File: config.mk
export PLATFORM = sky130hd
export DESIGN_NAME = ppc32_integer_flag_unit_core
export DESIGN_NICKNAME = d
export VERILOG_FILES = /design/src/sv/pif_pkg.sv /design/src/sv/pif_flags.sv /design/src/sv/ppc32_integer_flag_unit_core.sv
export VERILOG_INCLUDE_DIRS = /design/src /design/src/sv
export SDC_FILE = /design/constraint.sdc
export NUM_CORES = 2
export LEC_CHECK = 0
export BUFFER_PORTS_ARGS = -buffer_cell sky130_fd_sc_hd__buf_2
export CORE_ASPECT_RATIO = 1.4
export CORE_MARGIN = 4
export CORE_UTILIZATION = 45
export CTS_BUF_LIST = sky130_fd_sc_hd__clkbuf_4
export DETAILED_ROUTE_END_ITERATION = 16
export GPL_TIMING_DRIVEN = 1
export PLACE_DENSITY_LB_ADDON = 0.1
export RECOVER_POWER = 50
export SETUP_SLACK_MARGIN = 0.3
export SLEW_MARGIN = 15
export SYNTH_ARGS = -nofsm -noshare
export SYNTH_HDL_FRONTEND = slang
export SYNTH_SLANG_ARGS = --single-unit
File: constraint.sdc
create_clock -name clk -period 10.2 [get_ports clk]
set_clock_uncertainty 0.1 [all_clocks]
set_input_delay 0.51 -clock clk [delete_from_list [all_inputs] [get_ports clk]]
set_output_delay 0.51 -clock clk [all_outputs]
set_load 0.01 [all_outputs]
File: src/sv/assert_macros.svh
// ----------------------------------------------------------------------------
// Assertion macros
// Shared concurrent assertion forms for the integer flag unit. Each macro
// samples on the rising edge of clk and is disabled while rst is high.
// ----------------------------------------------------------------------------
`ifndef ASSERT_MACROS_SVH
`define ASSERT_MACROS_SVH

// Condition that must hold at every clock edge outside reset.
`define ASSERT_ALWAYS(label, cond, msg) \
  label: assert property (@(posedge clk) disable iff (rst) (cond)) else $error(msg);

// When ante holds at an edge, cons must hold at the next edge.
`define ASSERT_NEXT(label, ante, cons, msg) \
  label: assert property (@(posedge clk) disable iff (rst) (ante) |=> (cons)) \
    else $error(msg);

// When ante holds at an edge, cons must hold at the same edge.
`define ASSERT_SAME(label, ante, cons, msg) \
  label: assert property (@(posedge clk) disable iff (rst) (ante) |-> (cons)) \
    else $error(msg);

`endif

File: src/sv/pif_pkg.sv
// ----------------------------------------------------------------------------
// pif_pkg
// Types and constants shared by the integer flag unit modules.
// ----------------------------------------------------------------------------
`timescale 1ns / 1ps

package pif_pkg;

  localparam int unsigned WordW = 32;

  localparam logic [WordW-1:0] SIGN_BIT   = 32'h8000_0000;
  localparam logic [WordW-1:0] ALL_ONES   = 32'hFFFF_FFFF;
  localparam logic [5:0]       SHIFT_BIG  = 6'h20;

  typedef enum logic [3:0] {
    ACT_ADD    = 4'd0,
    ACT_ADDE   = 4'd1,
    ACT_ADDME  = 4'd2,
    ACT_ADDZE  = 4'd3,
    ACT_DIVW   = 4'd4,
    ACT_DIVWU  = 4'd5,
    ACT_MULLW  = 4'd6,
    ACT_NEG    = 4'd7,
    ACT_SUBF   = 4'd8,
    ACT_SUBFC  = 4'd9,
    ACT_SUBFE  = 4'd10,
    ACT_SUBFME = 4'd11,
    ACT_SUBFZE = 4'd12,
    ACT_SUBFI  = 4'd13,
    ACT_SRAW   = 4'd14,
    ACT_SRAWI  = 4'd15
  } action_t;

  // Flag bundle handed from the evaluation logic to the pipeline.
  typedef struct packed {
    logic       ov;
    logic       ovd;
    logic       ca;
    logic       cad;
    logic [3:0] cond;
  } flags_t;

endpackage

File: src/sv/pif_flags.sv
// ----------------------------------------------------------------------------
// pif_flags
// Overflow, carry and condition evaluation for every operation except the
// multiply overflow test, which the pipeline finishes later.
// ----------------------------------------------------------------------------
`timescale 1ns / 1ps

module pif_flags (
  input  logic [3:0]              action,
  input  logic [31:0]             result_word,
  input  logic [31:0]             operand_a,
  input  logic [31:0]             operand_b,
  input  logic                    carry_in,
  input  logic                    summary_overflow,
  input  logic                    condition_copy,
  output pif_pkg::flags_t         flags
);
  import pif_pkg::*;

  logic [31:0] na;
  logic        ov_add;
  logic        ov_sub;
  logic        r_lt_a;
  logic        r_eq_a;
  logic        r_le_b;
  logic        r_lt_b;
  logic [4:0]  sh_amt;
  logic [31:0] lost_mask;
  logic        sh_carry;

  assign na     = ~operand_a;
  assign ov_add = ~(operand_a[31] ^ operand_b[31]) & (operand_a[31] ^ result_word[31]);
  assign ov_sub = ~(na[31] ^ operand_b[31]) & (na[31] ^ result_word[31]);
  assign r_lt_a = result_word < operand_a;
  assign r_eq_a = result_word == operand_a;
  assign r_lt_b = result_word < operand_b;
  assign r_le_b = result_word <= operand_b;

  // The bits shifted out are the low sh_amt bits of the operand.
  assign sh_amt    = operand_b[4:0];
  assign lost_mask = ~(ALL_ONES << sh_amt);
  assign sh_carry  = (sh_amt != 5'd0) && operand_a[31] && ((operand_a & lost_mask) != '0);

  always_comb begin
    flags.ov  = 1'b0;
    flags.ovd = 1'b1;
    flags.ca  = 1'b0;
    flags.cad = 1'b1;
    unique case (action_t'(action))
      ACT_ADD: begin
        flags.ov = ov_add;
        flags.ca = r_lt_a;
      end
      ACT_ADDE: begin
        flags.ov = ov_add;
        flags.ca = r_lt_a || (carry_in && r_eq_a);
      end
      ACT_ADDME: begin
        flags.ov = operand_a[31] & (operand_a[31] ^ result_word[31]);
        flags.ca = operand_a != '0;
      end
      ACT_ADDZE: begin
        flags.ov = na[31] & (operand_a[31] ^ result_word[31]);
        flags.ca = r_lt_a;
      end
      ACT_DIVW: begin
        flags.ov  = (operand_a == SIGN_BIT && operand_b == ALL_ONES) || operand_b == '0;
        flags.cad = 1'b0;
      end
      ACT_DIVWU: begin
        flags.ov  = operand_b == '0;
        flags.cad = 1'b0;
      end
      ACT_MULLW: begin
        // Overflow is settled from the product further down the pipeline.
        flags.cad = 1'b0;
      end
      ACT_NEG: begin
        flags.ov  = operand_a == SIGN_BIT;
        flags.cad = 1'b0;
      end
      ACT_SUBF: begin
        flags.ov  = ov_sub;
        flags.cad = 1'b0;
      end
      ACT_SUBFC: begin
        flags.ov = ov_sub;
        flags.ca = r_le_b;
      end
      ACT_SUBFE: begin
        flags.ov = ov_sub;
        flags.ca = r_lt_b || (carry_in && result_word == operand_b);
      end
      ACT_SUBFME: begin
        flags.ov = na[31] & (na[31] ^ result_word[31]);
        flags.ca = result_word != ALL_ONES;
      end
      ACT_SUBFZE: begin
        flags.ov = operand_a[31] & (na[31] ^ result_word[31]);
        flags.ca = r_le_b;
      end
      ACT_SUBFI: begin
        flags.ovd = 1'b0;
        flags.ca  = r_le_b;
      end
      ACT_SRAW: begin
        flags.ovd = 1'b0;
        // A shift of 32 or more carries whenever the operand is negative.
        flags.ca  = ((operand_b[5:0] & SHIFT_BIG) != '0) ? operand_a[31] : sh_carry;
      end
      default: begin
        flags.ovd = 1'b0;
        flags.ca  = sh_carry;
      end
    endcase

    if (condition_copy) begin
      flags.cond = result_word[31:28];
    end else begin
      flags.cond = {result_word[31],
                    !result_word[31] && (result_word != '0),
                    result_word == '0,
                    summary_overflow};
    end
  end

endmodule

File: src/sv/ppc32_integer_flag_unit_core.sv
// ----------------------------------------------------------------------------
// ppc32_integer_flag_unit_core
// XER overflow and carry plus CR field evaluation for 32-bit integer
// operations: a three-stage pipeline, one request per cycle unless stalled.
// ----------------------------------------------------------------------------
//  Channel | Handshake            | Payload
//  --------+----------------------+-------------------------------------------
//  request | in_valid / in_ready  | action, result_word, operand_a, operand_b,
//          |                      | carry_in, summary_overflow, condition_copy
//  result  | out_valid / out_ready| overflow_flag, overflow_defined,
//          |                      | carry_flag, carry_defined, condition_field
//
//  out_valid rises once a request has passed through stages one, two and
//  three. Throughput is one request per cycle, since every stage hands on
//  its contents each cycle it is not stalled; the 32x32 signed multiplier
//  makes stage two the deepest.
//  Stage one evaluates all flags but the multiply overflow, stage two forms
//  the product, stage three tests whether it fits in 32 signed bits.
//  rst is synchronous and clears only the stage valid bits.
//  A stall on out_ready backs up stage by stage; a stage takes new data
//  whenever it is empty or its successor is taking its contents.
// ----------------------------------------------------------------------------
`timescale 1ns / 1ps
`include "assert_macros.svh"

module ppc32_integer_flag_unit_core (
  input  logic        clk,
  input  logic        rst,

  input  logic        in_valid,
  output logic        in_ready,
  input  logic [3:0]  action,
  input  logic [31:0] result_word,
  input  logic [31:0] operand_a,
  input  logic [31:0] operand_b,
  input  logic        carry_in,
  input  logic        summary_overflow,
  input  logic        condition_copy,

  output logic        out_valid,
  input  logic        out_ready,
  output logic        overflow_flag,
  output logic        overflow_defined,
  output logic        carry_flag,
  output logic        carry_defined,
  output logic [3:0]  condition_field
);
  import pif_pkg::*;

  // Combinational flag evaluation feeding stage one.
  flags_t      eval_flags;

  // Stage one: flags plus the multiply operands.
  logic        v1;
  flags_t      flags1;
  logic        mul1;
  logic [31:0] a1;
  logic [31:0] b1;

  // Stage two: flags plus the 64-bit signed product.
  logic        v2;
  flags_t      flags2;
  logic        mul2;
  logic [63:0] prod2;

  // Stage three: final result register.
  logic        v3;
  flags_t      flags3;
  flags_t      flags3_next;

  logic        rdy1;
  logic        rdy2;
  logic        rdy3;
  logic        mul_ovf;

  pif_flags u_flags (
    .action           (action),
    .result_word      (result_word),
    .operand_a        (operand_a),
    .operand_b        (operand_b),
    .carry_in         (carry_in),
    .summary_overflow (summary_overflow),
    .condition_copy   (condition_copy),
    .flags            (eval_flags)
  );

  // Each stage can load when it is empty or is being drained downstream.
  assign rdy3     = !v3 || out_ready;
  assign rdy2     = !v2 || rdy3;
  assign rdy1     = !v1 || rdy2;
  assign in_ready = rdy1;

  // Control: valid bits follow their data through the stages.
  always_ff @(posedge clk) begin
    if (rst) begin
      v1 <= 1'b0;
      v2 <= 1'b0;
      v3 <= 1'b0;
    end else begin
      if (rdy1) begin
        v1 <= in_valid;
      end
      if (rdy2) begin
        v2 <= v1;
      end
      if (rdy3) begin
        v3 <= v2;
      end
    end
  end

  // Stage one payload.
  always_ff @(posedge clk) begin
    if (rdy1 && in_valid) begin
      flags1 <= eval_flags;
      mul1   <= action_t'(action) == ACT_MULLW;
      a1     <= operand_a;
      b1     <= operand_b;
    end
  end

  // Stage two payload: the signed product of the two operands.
  always_ff @(posedge clk) begin
    if (rdy2 && v1) begin
      flags2 <= flags1;
      mul2   <= mul1;
      prod2  <= 64'($signed(a1) * $signed(b1));
    end
  end

  // The product fits when its upper 33 bits are all copies of the sign.
  assign mul_ovf = (prod2[63:31] != '0) && (prod2[63:31] != '1);

  // Fold in the multiply overflow before stage three.
  always_comb begin
    flags3_next = flags2;
    if (mul2) begin
      flags3_next.ov = mul_ovf;
    end
  end

  // Stage three payload.
  always_ff @(posedge clk) begin
    if (rdy3 && v2) begin
      flags3 <= flags3_next;
    end
  end

  assign out_valid        = v3;
  assign overflow_flag    = flags3.ov;
  assign overflow_defined = flags3.ovd;
  assign carry_flag       = flags3.ca;
  assign carry_defined    = flags3.cad;
  assign condition_field  = flags3.cond;

  // An accepted request always lands in stage one.
  `ASSERT_NEXT(a_accept_fills_s1, in_valid && in_ready, v1, "accepted request lost at stage one")
  // A full stage two with room downstream must advance into stage three.
  `ASSERT_NEXT(a_s2_advances, v2 && rdy3, v3, "stage two contents did not advance")
  // Operations without an overflow rule never report overflow.
  `ASSERT_SAME(a_ov_rule, out_valid && !overflow_defined, !overflow_flag,
               "overflow set without an overflow rule")
  // Operations without a carry rule never report carry.
  `ASSERT_SAME(a_ca_rule, out_valid && !carry_defined, !carry_flag,
               "carry set without a carry rule")

endmodule
==> impl_results.md <==
* Drc violations at 0
* Crit path max-delay family: adder cells
* Distinct cells, synth at 66
* Number of global-route vias before repair at 33.42k
* Most common cell after layout, fill and taps aside: fa_1
* # rows at 132
* Slew Limit Headroom at -0.5893
* Post-CTS resize count at 0
* Clock Latency Late Sink at 610 ps
* Wirelength per Cell at 22.96 microns
* Fmax at 0.1102 GHz
* Fin. Hold Viols at 0
* Met3 Resource Use GR at 0.01900
* Min-Delay Path Class: input pin to flip-flop
* Gr ovfl total at 0
* CORE AREA at 92320 sq um
* Multi-input logic area at 33490 sq um
* Post-synthesis cell area at 41790 sq um
* Crit end category: flip-flop
* First-pass GRT wire length at 196400 microns
* Final Cycle Share at 0.8893
* CTS tree: done
* Sequential fraction of the synthesis area at 0.08982
* Register Area at 3754 sq um
* Post-layout net count at 5737
* Setup Fix Bufs, Post-CTS at 0
* Root Buffer: clkbuf_4
* Routability cong. at 0.9204
* Synth Area per Inst at 9.778 sq um
* Critical path type: flip-flop to flip-flop
* Synth Warn # at 0
* Vias per cell at 5.311
* CP Cell Sequence: buf_4, and2_1, fa_1, inv_1, fa_1, fa_1, fa_1, fa_1, inv_1, fa_1, fa_1, fa_1, ha_1, a21oi_1, o21ai_0, or3_1, or4b_1, a221oi_2, a2111o_1, nand3b_2, mux2i_1, o2111ai_1
* Measured slew at the worst slew-check pin at 2384 ps
* Drt pass-1 iters at 7
* CP max stage delay at 1130 ps
* CP Launch Type: flip-flop
* Fillers at 9033
* Post-detail-place hpwl at 107100 microns
* Port buffer count at 116
* Max Cap Viol at 1
* Worst path required time at 10420 ps
* CTS max path bufs at 2
* Largest net degree at the start of global routing at 69
* H-tree depth at 4
* Status: finished with violations
* Cell mode on critical path: fa_1
* Met2 global-route usage at 0.5212
* Via count at 29.35k
* WP buf/inv at 3
* Asr flop ratio synth at 0
* Mapped Cells at 4274
* Final min period at 9071 ps
* Initial DRC count at 1554
* Commonest non-fill, non-tap cells in the layout: fa_1 (1081), inv_1 (1011), nand2_1 (532), and2_1 (513), ha_1 (244)
* Failing checks: max-capacitance violations, max-slew violations
* Global route hottest layer: met2
* #FFs+latches synth at 126
* Total Die Area at 97880 sq um
* I/O pin cnt at 117
* Crit-path max FO at 22
* Share of cells above drive strength 1 at 0.04238
* Post-CTS Hold Buffers at 3
* Clk slew on worst S/H paths at 140 ps
* Final wirelength at 126900 microns
* CTS Buf Count at 17
* Die Ht at 368.6 microns
* Met1 usage at 0.2969
* Gr usage total at 0.2673
* WP data arrival at 9290 ps
* Layout area overhead at 5.521%
* DRT antenna net count at 0
* # setup viols final at 0
* Synth Flop Type: edfxtp_1
* Number of flops mapped to enable cells by yosys at 123
* Slowest-stage cell, CP: edfxtp_1
* RSZ-0062 raised after global routing: false
* Die Width at 265.6 microns
* TNS Setup at 0 ps
* Starting Density at 0.4526
* Clk sinks at 126
* Final Max Tran Viols at 43
* Mapped Nets at 5706
* Initial antenna violation count at 6
## stage by stage
stage / cells / area (sq um) / hold WS, ps / util / setup WS (ps)
after CTS: 5524 / 44200 / 2.525 / 0.4787 / 1130
after floorplan: 4274 / 41790 / 300.3 / - / 2202
after detailed placement: 5489 / 43860 / 304.5 / 0.4751 / 1161
after global placement: 5489 / 43860 / 302.2 / 0.4751 / 1267
final: 5527 / 44100 / 81.13 / 0.4776 / 1129
after global routing: 5526 / 44090 / 58.84 / 0.4776 / 808.6
## final timing paths
kind | slack [ps] | cells past startpoint | to | start
worst max-delay path | 1130 | 22 | prod2[60]$_DFFE_PP_ | b1[13]$_DFFE_PP_
worst min-delay path | 80 | 1 | a1[7]$_DFFE_PP_ | operand_a[7]
worst max register to register | 1130 | 22 | prod2[60]$_DFFE_PP_ | b1[13]$_DFFE_PP_
worst min register to register | 330 | 0 | mul2$_DFFE_PP_ | mul1$_DFFE_PP_
## metal layers
metal  share of wire  vias up
met3           0.030      290
met2            0.56      722
met4           0.052        4
met5         0.00021        -
met1            0.35    15620
li1                -    12720
## registers in the layout, summed over array words and instances (netlist names)
name,cells
a1,32
b1,32
carry_defined,1
carry_flag,1
condition_field,4
flags1,8
flags2,8
mul1,1
mul2,1
out_valid,1
overflow_defined,1
overflow_flag,1
prod2,33
v1,1
v2,1
## logic make-up after synthesis
logic type | after synthesis | share of synthesized area
AO/OA/AOI/OAI | 267 | 0.04189
XOR/XNOR | 49 | 0.01027
adder cells (fa/ha/maj) | 1326 | 0.5911
buffers and inverters | 1215 | 0.1091
flip-flops | 126 | 0.08982
multiplexers | 3 | 0.0007784
AND/OR/NAND/NOR | 1288 | 0.1570
## cells in the mapped netlist (all sizes together), types with 3 or more instances
library cell	instances	area, sq um
nor2b	11	68.82
nor3	14	70.07
xor2	18	157.7
nor4b	3	26.28
o2111ai	5	43.79
o211ai	7	52.55
o21bai	6	56.31
nor4	37	231.5
nand2b	8	50.05
o31ai	9	67.56
o21a	13	97.59
xnor2	31	271.5
nand4b	3	26.28
nor2	67	251.5
a211oi	7	52.55
a31oi	9	56.30
nand2	532	1997
nand3	16	80.08
fa	1081	21640
edfxtp	123	3694
inv	1011	3795
and2	514	3216
a21oi	78	394.1
or2	3	18.77
o21ai	46	230.2
clkbuf	203	762.0
or3	4	25.02
a22oi	3	22.52
nand4	58	362.9
a21o	54	406.6
and3	9	56.30
ha	244	3053
o311ai	3	26.28
and4	5	43.79
dfxtp	3	60.06
## cell type report
type | instances | share of cell area
inverters | 1012 | 0.08614
clock buffers | 17 | 0.002894
repair buffers | 215 | 0.02806
flip-flops and latches | 126 | 0.08512
diodes | 3 | 0.0001702
well taps | 1206 | 0.03422
clock inverters | 15 | 0.004001
multi-input cells | 2933 | 0.7594
Power is left out: the tool's default activity adds up to more than one toggle a clock period on the data nets, which glitch-free logic cannot reach.
